## src/hdl/ssdp_pkg.sv

```systemverilog
// shared types, constants and character tables for the ssdp m-search parser
`timescale 1ns / 1ps

package ssdp_pkg;

  // first request line status
  localparam logic [3:0] RL_CHECK = 4'd8;
  localparam logic [3:0] RL_FIRST = 4'd9;
  localparam logic [3:0] RL_HEAD  = 4'd10;
  localparam logic [3:0] RL_FAIL  = 4'd15;

  // header name matcher codes
  localparam logic [3:0] NM_IDLE = 4'd0;
  localparam logic [3:0] NM_H    = 4'd1;
  localparam logic [3:0] NM_HO   = 4'd2;
  localparam logic [3:0] NM_HOS  = 4'd3;
  localparam logic [3:0] NM_HOST = 4'd4;
  localparam logic [3:0] NM_S    = 4'd5;
  localparam logic [3:0] NM_ST   = 4'd6;
  localparam logic [3:0] NM_M    = 4'd7;
  localparam logic [3:0] NM_MA   = 4'd8;
  localparam logic [3:0] NM_MAN  = 4'd9;
  localparam logic [3:0] NM_MX   = 4'd10;
  localparam logic [3:0] NM_DEAD = 4'd15;

  // header flag bit positions
  localparam int HF_HOST   = 0;
  localparam int HF_ST     = 1;
  localparam int HF_MATCH  = 2;
  localparam int HF_MAN    = 3;
  localparam int HF_MX     = 4;
  localparam int HF_BADMAN = 5;

  localparam logic [3:0] ST_ALL_LEN  = 4'd8;
  localparam logic [3:0] ST_ROOT_LEN = 4'd15;
  localparam logic [3:0] MAN_LEN     = 4'd15;
  localparam logic [2:0] NOTIFY_LEN  = 3'd7;
  localparam logic [7:0] MX_LIMIT    = 8'd120;
  localparam logic [7:0] MX_SAT      = 8'd255;

  typedef enum logic [2:0] {
    PH_NAME  = 3'd0,
    PH_SEP1  = 3'd1,
    PH_SEP2  = 3'd2,
    PH_VALUE = 3'd3,
    PH_MXPRE = 3'd4,
    PH_MXDIG = 3'd5,
    PH_SKIP  = 3'd6
  } line_phase_t;

  typedef enum logic [2:0] {
    V_REPLY    = 3'd0,
    V_NOTIFY   = 3'd1,
    V_NOT_MSRC = 3'd2,
    V_BAD_MAN  = 3'd3,
    V_INVALID  = 3'd4,
    V_FOREIGN  = 3'd5
  } verdict_t;

  typedef struct packed {
    line_phase_t phase;
    logic [3:0]  name_prog;
    logic [4:0]  val_prog;
    logic [5:0]  flags;
    logic [7:0]  mx_value;
    logic        mx_neg;
  } hdr_state_t;

  typedef struct packed {
    logic [2:0] notify_prog;
    logic       notify_found;
    logic       content_ended;
    logic [3:0] rl_status;
    hdr_state_t hdr;
  } parse_state_t;

  localparam hdr_state_t HDR_RESET = '{
    phase: PH_NAME, name_prog: NM_IDLE, val_prog: 5'd0,
    flags: 6'd0, mx_value: 8'd0, mx_neg: 1'b0
  };

  localparam parse_state_t PARSE_RESET = '{
    notify_prog: 3'd0, notify_found: 1'b0, content_ended: 1'b0,
    rl_status: 4'd0, hdr: HDR_RESET
  };

  function automatic logic is_digit(input logic [7:0] c);
    return (c >= "0") && (c <= "9");
  endfunction

  function automatic logic is_token(input logic [7:0] c);
    return is_digit(c) || ((c >= "a") && (c <= "z")) || ((c >= "A") && (c <= "Z")) ||
           (c == "_") || (c == "-");
  endfunction

  function automatic logic [7:0] notify_char(input logic [2:0] i);
    logic [7:0] r;
    case (i)
      3'd0: r = "N";
      3'd1: r = "O";
      3'd2: r = "T";
      3'd3: r = "I";
      3'd4: r = "F";
      3'd5: r = "Y";
      3'd6: r = " ";
      default: r = 8'h00;
    endcase
    return r;
  endfunction

  function automatic logic [7:0] msearch_char(input logic [2:0] i);
    logic [7:0] r;
    case (i)
      3'd0: r = "M";
      3'd1: r = "-";
      3'd2: r = "S";
      3'd3: r = "E";
      3'd4: r = "A";
      3'd5: r = "R";
      3'd6: r = "C";
      3'd7: r = "H";
      default: r = 8'h00;
    endcase
    return r;
  endfunction

  function automatic logic [7:0] st_all_char(input logic [3:0] i);
    logic [7:0] r;
    case (i)
      4'd0: r = "s";
      4'd1: r = "s";
      4'd2: r = "d";
      4'd3: r = "p";
      4'd4: r = ":";
      4'd5: r = "a";
      4'd6: r = "l";
      4'd7: r = "l";
      default: r = 8'h00;
    endcase
    return r;
  endfunction

  function automatic logic [7:0] st_root_char(input logic [3:0] i);
    logic [7:0] r;
    case (i)
      4'd0:  r = "u";
      4'd1:  r = "p";
      4'd2:  r = "n";
      4'd3:  r = "p";
      4'd4:  r = ":";
      4'd5:  r = "r";
      4'd6:  r = "o";
      4'd7:  r = "o";
      4'd8:  r = "t";
      4'd9:  r = "d";
      4'd10: r = "e";
      4'd11: r = "v";
      4'd12: r = "i";
      4'd13: r = "c";
      4'd14: r = "e";
      default: r = 8'h00;
    endcase
    return r;
  endfunction

  function automatic logic [7:0] man_char(input logic [3:0] i);
    logic [7:0] r;
    case (i)
      4'd0:  r = 8'h22;
      4'd1:  r = "s";
      4'd2:  r = "s";
      4'd3:  r = "d";
      4'd4:  r = "p";
      4'd5:  r = ":";
      4'd6:  r = "d";
      4'd7:  r = "i";
      4'd8:  r = "s";
      4'd9:  r = "c";
      4'd10: r = "o";
      4'd11: r = "v";
      4'd12: r = "e";
      4'd13: r = "r";
      4'd14: r = 8'h22;
      default: r = 8'h00;
    endcase
    return r;
  endfunction

  // case-insensitive walk over host / st / man / mx
  function automatic logic [3:0] name_next(input logic [3:0] p, input logic [7:0] c);
    logic [7:0] lc;
    logic [3:0] r;
    lc = ((c >= "A") && (c <= "Z")) ? (c | 8'h20) : c;
    r  = NM_DEAD;
    case (p)
      NM_IDLE: begin
        if (lc == "h") r = NM_H;
        else if (lc == "s") r = NM_S;
        else if (lc == "m") r = NM_M;
      end
      NM_H:   if (lc == "o") r = NM_HO;
      NM_HO:  if (lc == "s") r = NM_HOS;
      NM_HOS: if (lc == "t") r = NM_HOST;
      NM_S:   if (lc == "t") r = NM_ST;
      NM_M: begin
        if (lc == "a") r = NM_MA;
        else if (lc == "x") r = NM_MX;
      end
      NM_MA:  if (lc == "n") r = NM_MAN;
      default: r = NM_DEAD;
    endcase
    return r;
  endfunction

endpackage

```

## src/hdl/ssdp_msearch_header_parser.sv

```systemverilog
// top level: ssdp m-search request checker, one payload byte per transfer
`timescale 1ns / 1ps

// channel  signals                                  carries
// -------  ---------------------------------------  -------------------------------
// in       in_valid, in_ready, payload_byte,        one udp payload byte, last flag
//          last_byte
// out      out_valid, out_ready, verdict,           one verdict per datagram
//          reply_delay
//
// one byte per cycle sustained unless a held-back verdict stalls the input; a byte
// waits in the input register and its state update happens as it leaves, so the
// verdict is computed as the last byte leaves and is held in the result register
// rst is synchronous and clears the input and result valid bits and the parser state
// a pending verdict that is not taken stalls the input register only when the byte
// held there is the last of its datagram; other bytes keep flowing

module ssdp_msearch_header_parser (
  input  logic       clk,
  input  logic       rst,
  input  logic       in_valid,
  output logic       in_ready,
  input  logic [7:0] payload_byte,
  input  logic       last_byte,
  output logic       out_valid,
  input  logic       out_ready,
  output logic [2:0] verdict,
  output logic [6:0] reply_delay
);

  // input register
  logic       in_full;
  logic [7:0] byte_r;
  logic       last_r;

  // parser state and its next value
  ssdp_pkg::parse_state_t pstate;
  ssdp_pkg::parse_state_t pstate_next;

  ssdp_pkg::verdict_t v_comb;
  logic [6:0]         delay_comb;
  logic               step;

  // a held byte moves on unless it would produce a verdict with the result slot busy
  assign step     = in_full && (!last_r || !out_valid || out_ready);
  assign in_ready = !in_full || step;

  ssdp_byte_step u_step (
    .c   (byte_r),
    .cur (pstate),
    .nxt (pstate_next)
  );

  // verdict sees the state after the last byte has been applied
  ssdp_verdict u_verdict (
    .st          (pstate_next),
    .verdict     (v_comb),
    .reply_delay (delay_comb)
  );

  always_ff @(posedge clk) begin
    if (rst) begin
      in_full <= 1'b0;
    end else if (in_ready) begin
      in_full <= in_valid;
    end
  end

  always_ff @(posedge clk) begin
    if (in_valid && in_ready) begin
      byte_r <= payload_byte;
      last_r <= last_byte;
    end
  end

  // parser state returns to reset after every verdict
  always_ff @(posedge clk) begin
    if (rst) begin
      pstate <= ssdp_pkg::PARSE_RESET;
    end else if (step) begin
      pstate <= last_r ? ssdp_pkg::PARSE_RESET : pstate_next;
    end
  end

  // result register
  always_ff @(posedge clk) begin
    if (rst) begin
      out_valid <= 1'b0;
    end else if (step && last_r) begin
      out_valid <= 1'b1;
    end else if (out_ready) begin
      out_valid <= 1'b0;
    end
  end

  always_ff @(posedge clk) begin
    if (step && last_r) begin
      verdict     <= v_comb;
      reply_delay <= delay_comb;
    end
  end

endmodule

```

## src/hdl/ssdp_hdr_step.sv

```systemverilog
// next-state logic for one byte of a header line
`timescale 1ns / 1ps

module ssdp_hdr_step (
  input  logic [7:0]          c,
  input  ssdp_pkg::hdr_state_t cur,
  output ssdp_pkg::hdr_state_t nxt
);

  ssdp_pkg::line_phase_t ph;
  logic        done;
  logic [4:0]  vp;
  logic [4:0]  vp_inc;
  logic [7:0]  tc;
  logic [3:0]  len;
  logic        is_st;
  logic [11:0] mx_wide;

  assign is_st   = (cur.name_prog == ssdp_pkg::NM_ST);
  assign mx_wide = {4'd0, cur.mx_value} * 12'd10 + {4'd0, c - "0"};

  always_comb begin
    nxt    = cur;
    ph     = cur.phase;
    done   = 1'b0;
    vp     = cur.val_prog;
    vp_inc = 5'd0;
    tc     = 8'h00;
    len    = ssdp_pkg::MAN_LEN;

    if (ph == ssdp_pkg::PH_NAME) begin
      if (ssdp_pkg::is_token(c)) begin
        nxt.name_prog = ssdp_pkg::name_next(cur.name_prog, c);
        done = 1'b1;
      end else if (cur.name_prog == ssdp_pkg::NM_HOST) begin
        nxt.flags[ssdp_pkg::HF_HOST] = 1'b1;
        ph = ssdp_pkg::PH_SKIP;
      end else if (is_st) begin
        nxt.flags[ssdp_pkg::HF_ST] = 1'b1;
        ph = ssdp_pkg::PH_SEP1;
      end else if (cur.name_prog == ssdp_pkg::NM_MAN || cur.name_prog == ssdp_pkg::NM_MX) begin
        ph = ssdp_pkg::PH_SEP1;
      end else begin
        ph = ssdp_pkg::PH_SKIP;
      end
    end

    if (!done && ph == ssdp_pkg::PH_SEP1) begin
      if (c == " " || c == "\t") begin
        nxt.phase = ssdp_pkg::PH_SEP1;
        done = 1'b1;
      end else if (c == ":") begin
        done = 1'b1;
        if (cur.name_prog == ssdp_pkg::NM_MX) begin
          nxt.flags[ssdp_pkg::HF_MX] = 1'b1;
          nxt.mx_value = 8'd0;
          nxt.mx_neg   = 1'b0;
          nxt.phase    = ssdp_pkg::PH_MXPRE;
        end else begin
          nxt.val_prog = 5'd0;
          nxt.phase    = ssdp_pkg::PH_SEP2;
        end
      end else begin
        ph = ssdp_pkg::PH_SKIP;
      end
    end

    if (!done && ph == ssdp_pkg::PH_SEP2) begin
      if (c == " " || c == "\t") begin
        nxt.phase = ssdp_pkg::PH_SEP2;
        done = 1'b1;
      end else begin
        vp = 5'd0;
        nxt.val_prog = 5'd0;
        ph = ssdp_pkg::PH_VALUE;
      end
    end

    if (!done && ph == ssdp_pkg::PH_VALUE) begin
      if (is_st && vp[3:0] == 4'd0) begin
        // first st byte picks the target string
        if (c == "s") begin
          nxt.val_prog = 5'd1;
          nxt.phase = ssdp_pkg::PH_VALUE;
          done = 1'b1;
        end else if (c == "u") begin
          nxt.val_prog = 5'd17;
          nxt.phase = ssdp_pkg::PH_VALUE;
          done = 1'b1;
        end
      end else begin
        if (is_st && vp[4]) begin
          tc  = ssdp_pkg::st_root_char(vp[3:0]);
          len = ssdp_pkg::ST_ROOT_LEN;
        end else if (is_st) begin
          tc  = ssdp_pkg::st_all_char(vp[3:0]);
          len = ssdp_pkg::ST_ALL_LEN;
        end else begin
          tc  = ssdp_pkg::man_char(vp[3:0]);
          len = ssdp_pkg::MAN_LEN;
        end
        vp_inc = vp + 5'd1;
        if (c == tc) begin
          nxt.val_prog = vp_inc;
          done = 1'b1;
          if (vp_inc[3:0] == len) begin
            if (is_st) nxt.flags[ssdp_pkg::HF_MATCH] = 1'b1;
            else nxt.flags[ssdp_pkg::HF_MAN] = 1'b1;
            nxt.phase = ssdp_pkg::PH_SKIP;
          end else begin
            nxt.phase = ssdp_pkg::PH_VALUE;
          end
        end
      end
      if (!done) begin
        if (cur.name_prog == ssdp_pkg::NM_MAN) nxt.flags[ssdp_pkg::HF_BADMAN] = 1'b1;
        ph = ssdp_pkg::PH_SKIP;
      end
    end

    if (!done && ph == ssdp_pkg::PH_MXPRE) begin
      if (c == " " || c == "\t" || c == "\r" || c == 8'h0B || c == 8'h0C) begin
        nxt.phase = ssdp_pkg::PH_MXPRE;
        done = 1'b1;
      end else if (c == "+" || c == "-") begin
        nxt.mx_neg = (c == "-");
        nxt.phase  = ssdp_pkg::PH_MXDIG;
        done = 1'b1;
      end else begin
        ph = ssdp_pkg::is_digit(c) ? ssdp_pkg::PH_MXDIG : ssdp_pkg::PH_SKIP;
      end
    end

    if (!done && ph == ssdp_pkg::PH_MXDIG) begin
      if (ssdp_pkg::is_digit(c)) begin
        nxt.mx_value = (mx_wide > 12'd255) ? ssdp_pkg::MX_SAT : mx_wide[7:0];
        nxt.phase = ssdp_pkg::PH_MXDIG;
        done = 1'b1;
      end else begin
        ph = ssdp_pkg::PH_SKIP;
      end
    end

    if (!done) begin
      if (c == "\n") begin
        nxt.phase     = ssdp_pkg::PH_NAME;
        nxt.name_prog = ssdp_pkg::NM_IDLE;
        nxt.val_prog  = 5'd0;
      end else begin
        nxt.phase = ssdp_pkg::PH_SKIP;
      end
    end
  end

endmodule

```

## src/hdl/ssdp_byte_step.sv

```systemverilog
// next-state logic for one payload byte: notify scan, request line, headers
`timescale 1ns / 1ps

module ssdp_byte_step (
  input  logic [7:0]            c,
  input  ssdp_pkg::parse_state_t cur,
  output ssdp_pkg::parse_state_t nxt
);

  ssdp_pkg::hdr_state_t hdr_nxt;
  logic [2:0] np;
  logic       np_hit;

  ssdp_hdr_step u_hdr (
    .c   (c),
    .cur (cur.hdr),
    .nxt (hdr_nxt)
  );

  assign np_hit = (cur.notify_prog < ssdp_pkg::NOTIFY_LEN) &&
                  (c == ssdp_pkg::notify_char(cur.notify_prog));

  always_comb begin
    nxt = cur;
    np  = 3'd0;
    if (!cur.content_ended) begin
      if (c == 8'h00) begin
        nxt.content_ended = 1'b1;
      end else begin
        // notify scan
        if (np_hit) np = cur.notify_prog + 3'd1;
        else np = (c == "N") ? 3'd1 : 3'd0;
        if (np == ssdp_pkg::NOTIFY_LEN) begin
          nxt.notify_found = 1'b1;
          np = 3'd0;
        end
        nxt.notify_prog = np;

        // request line
        if (cur.rl_status < ssdp_pkg::RL_CHECK) begin
          if (c == ssdp_pkg::msearch_char(cur.rl_status[2:0]))
            nxt.rl_status = cur.rl_status + 4'd1;
          else
            nxt.rl_status = ssdp_pkg::RL_FAIL;
        end else if (cur.rl_status == ssdp_pkg::RL_CHECK) begin
          if (c >= 8'h21 && c <= 8'h7E) nxt.rl_status = ssdp_pkg::RL_FAIL;
          else nxt.rl_status = (c == "\n") ? ssdp_pkg::RL_HEAD : ssdp_pkg::RL_FIRST;
        end else if (cur.rl_status == ssdp_pkg::RL_FIRST) begin
          if (c == "\n") nxt.rl_status = ssdp_pkg::RL_HEAD;
        end else if (cur.rl_status == ssdp_pkg::RL_HEAD) begin
          nxt.hdr = hdr_nxt;
        end
      end
    end
  end

endmodule

```

## src/hdl/ssdp_verdict.sv

```systemverilog
// final verdict and reply delay from the parser state after the last byte
`timescale 1ns / 1ps

module ssdp_verdict (
  input  ssdp_pkg::parse_state_t st,
  output ssdp_pkg::verdict_t     verdict,
  output logic [6:0]             reply_delay
);

  logic bad_man;
  logic all_present;
  logic neg_mx;

  // man value still being matched when the datagram ends counts as bad
  assign bad_man = st.hdr.flags[ssdp_pkg::HF_BADMAN] ||
                   ((st.rl_status == ssdp_pkg::RL_HEAD) &&
                    (st.hdr.name_prog == ssdp_pkg::NM_MAN) &&
                    (st.hdr.phase == ssdp_pkg::PH_SEP2 ||
                     st.hdr.phase == ssdp_pkg::PH_VALUE));

  assign all_present = st.hdr.flags[ssdp_pkg::HF_HOST] && st.hdr.flags[ssdp_pkg::HF_ST] &&
                       st.hdr.flags[ssdp_pkg::HF_MAN] && st.hdr.flags[ssdp_pkg::HF_MX];

  assign neg_mx = st.hdr.mx_neg && (st.hdr.mx_value != 8'd0);

  always_comb begin
    reply_delay = 7'd0;
    if (st.notify_found) begin
      verdict = ssdp_pkg::V_NOTIFY;
    end else if (st.rl_status < ssdp_pkg::RL_CHECK || st.rl_status > ssdp_pkg::RL_HEAD) begin
      verdict = ssdp_pkg::V_NOT_MSRC;
    end else if (bad_man) begin
      verdict = ssdp_pkg::V_BAD_MAN;
    end else if (!all_present || neg_mx) begin
      verdict = ssdp_pkg::V_INVALID;
    end else if (!st.hdr.flags[ssdp_pkg::HF_MATCH]) begin
      verdict = ssdp_pkg::V_FOREIGN;
    end else begin
      verdict = ssdp_pkg::V_REPLY;
      reply_delay = (st.hdr.mx_value > ssdp_pkg::MX_LIMIT) ? ssdp_pkg::MX_LIMIT[6:0]
                                                           : st.hdr.mx_value[6:0];
    end
  end

endmodule

```

## config.mk

```make
export PLATFORM = sky130hd
export DESIGN_NAME = ssdp_msearch_header_parser
export DESIGN_NICKNAME = d
export VERILOG_FILES = /design/src/hdl/ssdp_pkg.sv /design/src/hdl/ssdp_msearch_header_parser.sv /design/src/hdl/ssdp_hdr_step.sv /design/src/hdl/ssdp_byte_step.sv /design/src/hdl/ssdp_verdict.sv
export SDC_FILE = /design/constraint.sdc
export NUM_CORES = 1
export LEC_CHECK = 0
export BUFFER_PORTS_ARGS = -buffer_cell sky130_fd_sc_hd__buf_2
export CORE_MARGIN = 2
export CORE_UTILIZATION = 40
export CTS_BUF_LIST = sky130_fd_sc_hd__clkbuf_16
export CTS_CLUSTER_SIZE = 28
export DETAILED_ROUTE_END_ITERATION = 7
export HOLD_SLACK_MARGIN = 0.06
export SETUP_SLACK_MARGIN = 0.1
export SYNTH_ARGS = -nofsm -noshare
export SYNTH_HDL_FRONTEND = slang
export SYNTH_HIERARCHICAL = 1
export SYNTH_SLANG_ARGS = --single-unit
```

## constraint.sdc

```tcl
create_clock -name clk -period 11.6 [get_ports clk]
set_clock_uncertainty 0.05 [all_clocks]
set_input_delay 1.16 -clock clk [delete_from_list [all_inputs] [get_ports clk]]
set_output_delay 1.16 -clock clk [all_outputs]
set_load 0.02 [all_outputs]
```

==> results.yml <==
status:
  status: "completed"
final_layout:
  layout_common_cells: "a21oi_1 (54), nor2_1 (52), nand2_1 (42), ha_1 (42), dfxtp_1 (38)"
  nets: 809
  fin_cells: 973
  antenna_cells: 0
  final_common_cell: "a21oi_1"
  drive_gt1_share_pct: 20.1
  postLayoutCellArea_sq_um: 7020
  nFillCells: 1625
  syn_to_final_growth_pct: 6.59
  final_util_pct: 43.9
global_route:
  first_global_vias: 5904
  grt_first_pass_wirelength_um: 30400
  grt_max_degree: 37
  overflow: 0
  antenna_found_initial: 0
  grt_util_all_layers_pct: 21.2
critical_path:
  path_class: "flop to flop"
  cp-end-kind: "flop"
  r2r_slack_ns: 4.64
  cp.required_ns: 11.71
  r2r-end: "reply_delay[0]$_DFFE_PP_"
  startpoint: "byte_r[4]$_DFFE_PP_"
  worstPathMaxFanout: 21
  crit_arrival_ns: 7.07
  rr_worst_depth: 23
  start_kind: "flop"
  worstSetupEndpoint: "reply_delay[0]$_DFFE_PP_"
  r2r_start: "byte_r[4]$_DFFE_PP_"
timing:
  worst_hold_slack_ns: 0.428
  timing.final.crit_period_ns: 6.96
  rsz0062_at_grt: "no"
  fin_crit_sh_pct: 60.0
  slew_violations: 0
  relSlewSlack_pct: 26.5
  setup_viol_count_final: 0
  fin_ws_ns: 4.64
  fmax_mhz: 144
  worstMarginPinSlew_ns: 1.10
  finalHoldViolations: 0
  setup-tns-final_ns: 0
detailed_routing:
  drt_first_pass_iters: 8
  route.detailed.drc: 0
  ant_nets: 0
  drtIter0Drc: 436
  vias: 6009
  totalWireLength_um: 18400
  wl_per_cell_um: 18.9
  routed_via_density: 6.18
yosys:
  ys_seq_area_share_pct: 20.2
  synth.distinct_cells: 113
  synthArstFlopShare_pct: 0
  synthesis.nets: 815
  synth_flop_cell: "dfxtp_1"
  synth_cells: 758
  ys_ff_latch: 57
  syn_area_sq_um: 6590
  ys_warn_count: 6
  synth_edf_count: 19
  avgSynthCellArea_sq_um: 8.69
min_path:
  hold_class: "flop to flop"
floorplanning:
  core_sq_um: 16000
  rows: 46
  dieArea_sq_um: 17500
  fp.dieH_um: 132
  die_x_um: 132
  start_util_pct: 41.2
  num_io_pins: 25
clocking:
  numClockSinks: 57
  cts_tree: "yes"
  clk_latency_ns: 0.34
  clock-root-buffer: "clkbuf_16"
  clk_path_buf_depth: 2
  htreeDepth: 3
  post_cts_resized: 0
  holdBufCountCts: 0
  clk_pin_slew_ns: 0.05
  cts_setup_buffers: 0
  cts_buffers: 9
power_and_ir_drop:
  totalPowerFinal_mw: 0.562
  p_leak_nw: 2.63
  pwr_density_cell_nw_per_um2: 80.0
  irDropWorstVdd_uv: 71.1
place:
  place_inst: 957
  hpwl_um: 13000
  gp_congestion: 0.941
  port-buffer-count: 24
  pre_cts_ws_ns: 4.76
  placed_area_sq_um: 6710
job:
  drv_cap: 0
layer usage:
layer	vias up	global-route usage, %	share of wire, %
met5	-	0	0
met4	0	8.60	2.3
met3	33	4.50	6.0
met2	209	34.3	46
met1	2890	27.6	45
li1	2877	-	-
sequential cells by signal, indices dropped and copies added, names as in the netlist:
signal and count:
pstate 36, byte_r 8, out_valid 1, last_r 1, reply_delay 7, in_full 1
verdict 3
power breakdown:
group          switching [mW]  internal, mW
Combinational          0.0404        0.0235
Clock                  0.0952         0.186
Sequential            0.00637         0.211
worst min path at each step:
stage	start	endpoint	slack (ns)	cells after the start
final	pstate[32]$_SDFFE_PP0P_	pstate[32]$_SDFFE_PP0P_	0.43	1
after global routing	pstate[32]$_SDFFE_PP0P_	pstate[32]$_SDFFE_PP0P_	0.46	1
after CTS	pstate[32]$_SDFFE_PP0P_	pstate[32]$_SDFFE_PP0P_	0.42	1
after detailed placement	pstate[32]$_SDFFE_PP0P_	pstate[32]$_SDFFE_PP0P_	0.41	1
after global placement	pstate[32]$_SDFFE_PP0P_	pstate[32]$_SDFFE_PP0P_	0.41	1
after floorplan	pstate[32]$_SDFFE_PP0P_	pstate[32]$_SDFFE_PP0P_	0.39	1
layout make-up:
cell class | instances | area [sq um] | area share [%]
clock inverters | 7 | 87.6 | 1.25
clock buffers | 9 | 225 | 3.21
well taps | 216 | 270 | 3.85
repair buffers | 31 | 173 | 2.46
flip-flops and latches | 57 | 1330 | 19.0
inverters | 34 | 130 | 1.85
multi-input cells | 619 | 4810 | 68.4
logic make-up after synthesis:
logic type / after synthesis / share of synthesized area, %
AO/OA/AOI/OAI: 238 / 28.2
XOR/XNOR: 22 / 2.92
adder cells (fa/ha/maj): 45 / 8.73
buffers and inverters: 82 / 6.85
flip-flops: 57 / 20.2
multiplexers: 43 / 8.33
AND/OR/NAND/NOR: 271 / 24.8
cells in the mapped netlist, types with 4 or more instances:
cell,instances,area (sq um)
edfxtp_1,19,571
a22o_1,8,70.1
xor2_1,6,52.6
clkbuf_1,10,37.5
o22a_1,4,35.0
nor3_1,31,155
a21oi_1,54,270
and4_1,4,35.0
a31oi_1,9,56.3
buf_6,15,169
a31o_2,6,52.6
mux2_1,7,78.8
nand3_1,20,100
o21ai_0,27,135
dfxtp_1,38,761
o211ai_1,5,37.5
a21o_1,7,52.6
a32oi_1,5,43.8
mux2i_1,11,110
a22o_2,28,280
a211oi_1,5,37.5
nand2b_1,16,100
and2_1,5,31.3
nand2_1,42,158
buf_2,20,100
nor2b_1,24,150
and3_1,12,75.1
a41oi_1,6,52.6
xnor2_1,16,140
o22ai_1,7,43.8
nor4_1,6,37.5
nor2_1,52,195
mux2_4,21,315
ha_1,42,526
inv_1,32,120
o21ai_1,5,25.0
nand4_1,11,68.8
mux2_2,4,45.0
worst max-delay path, stage by stage (launching register included):
cell	delay, ns
edfxtp_1	0.82
inv_1	0.30
ha_1	0.34
and3_1	0.24
o21ai_2	0.43
nand2_2	0.24
nand2_1	0.30
inv_1	0.15
ha_1	0.33
and2_1	0.22
o311ai_0	0.30
o311a_1	0.25
o211ai_1	0.11
a31oi_1	0.18
nor4b_2	0.39
nand4_2	0.22
a211oi_4	0.47
nor2_4	0.15
a311oi_2	0.20
mux2_1	0.19
and4bb_2	0.25
a21oi_4	0.18
nand3_4	0.13
nor4_1	0.31
Power figures use the tool's default switching activity.
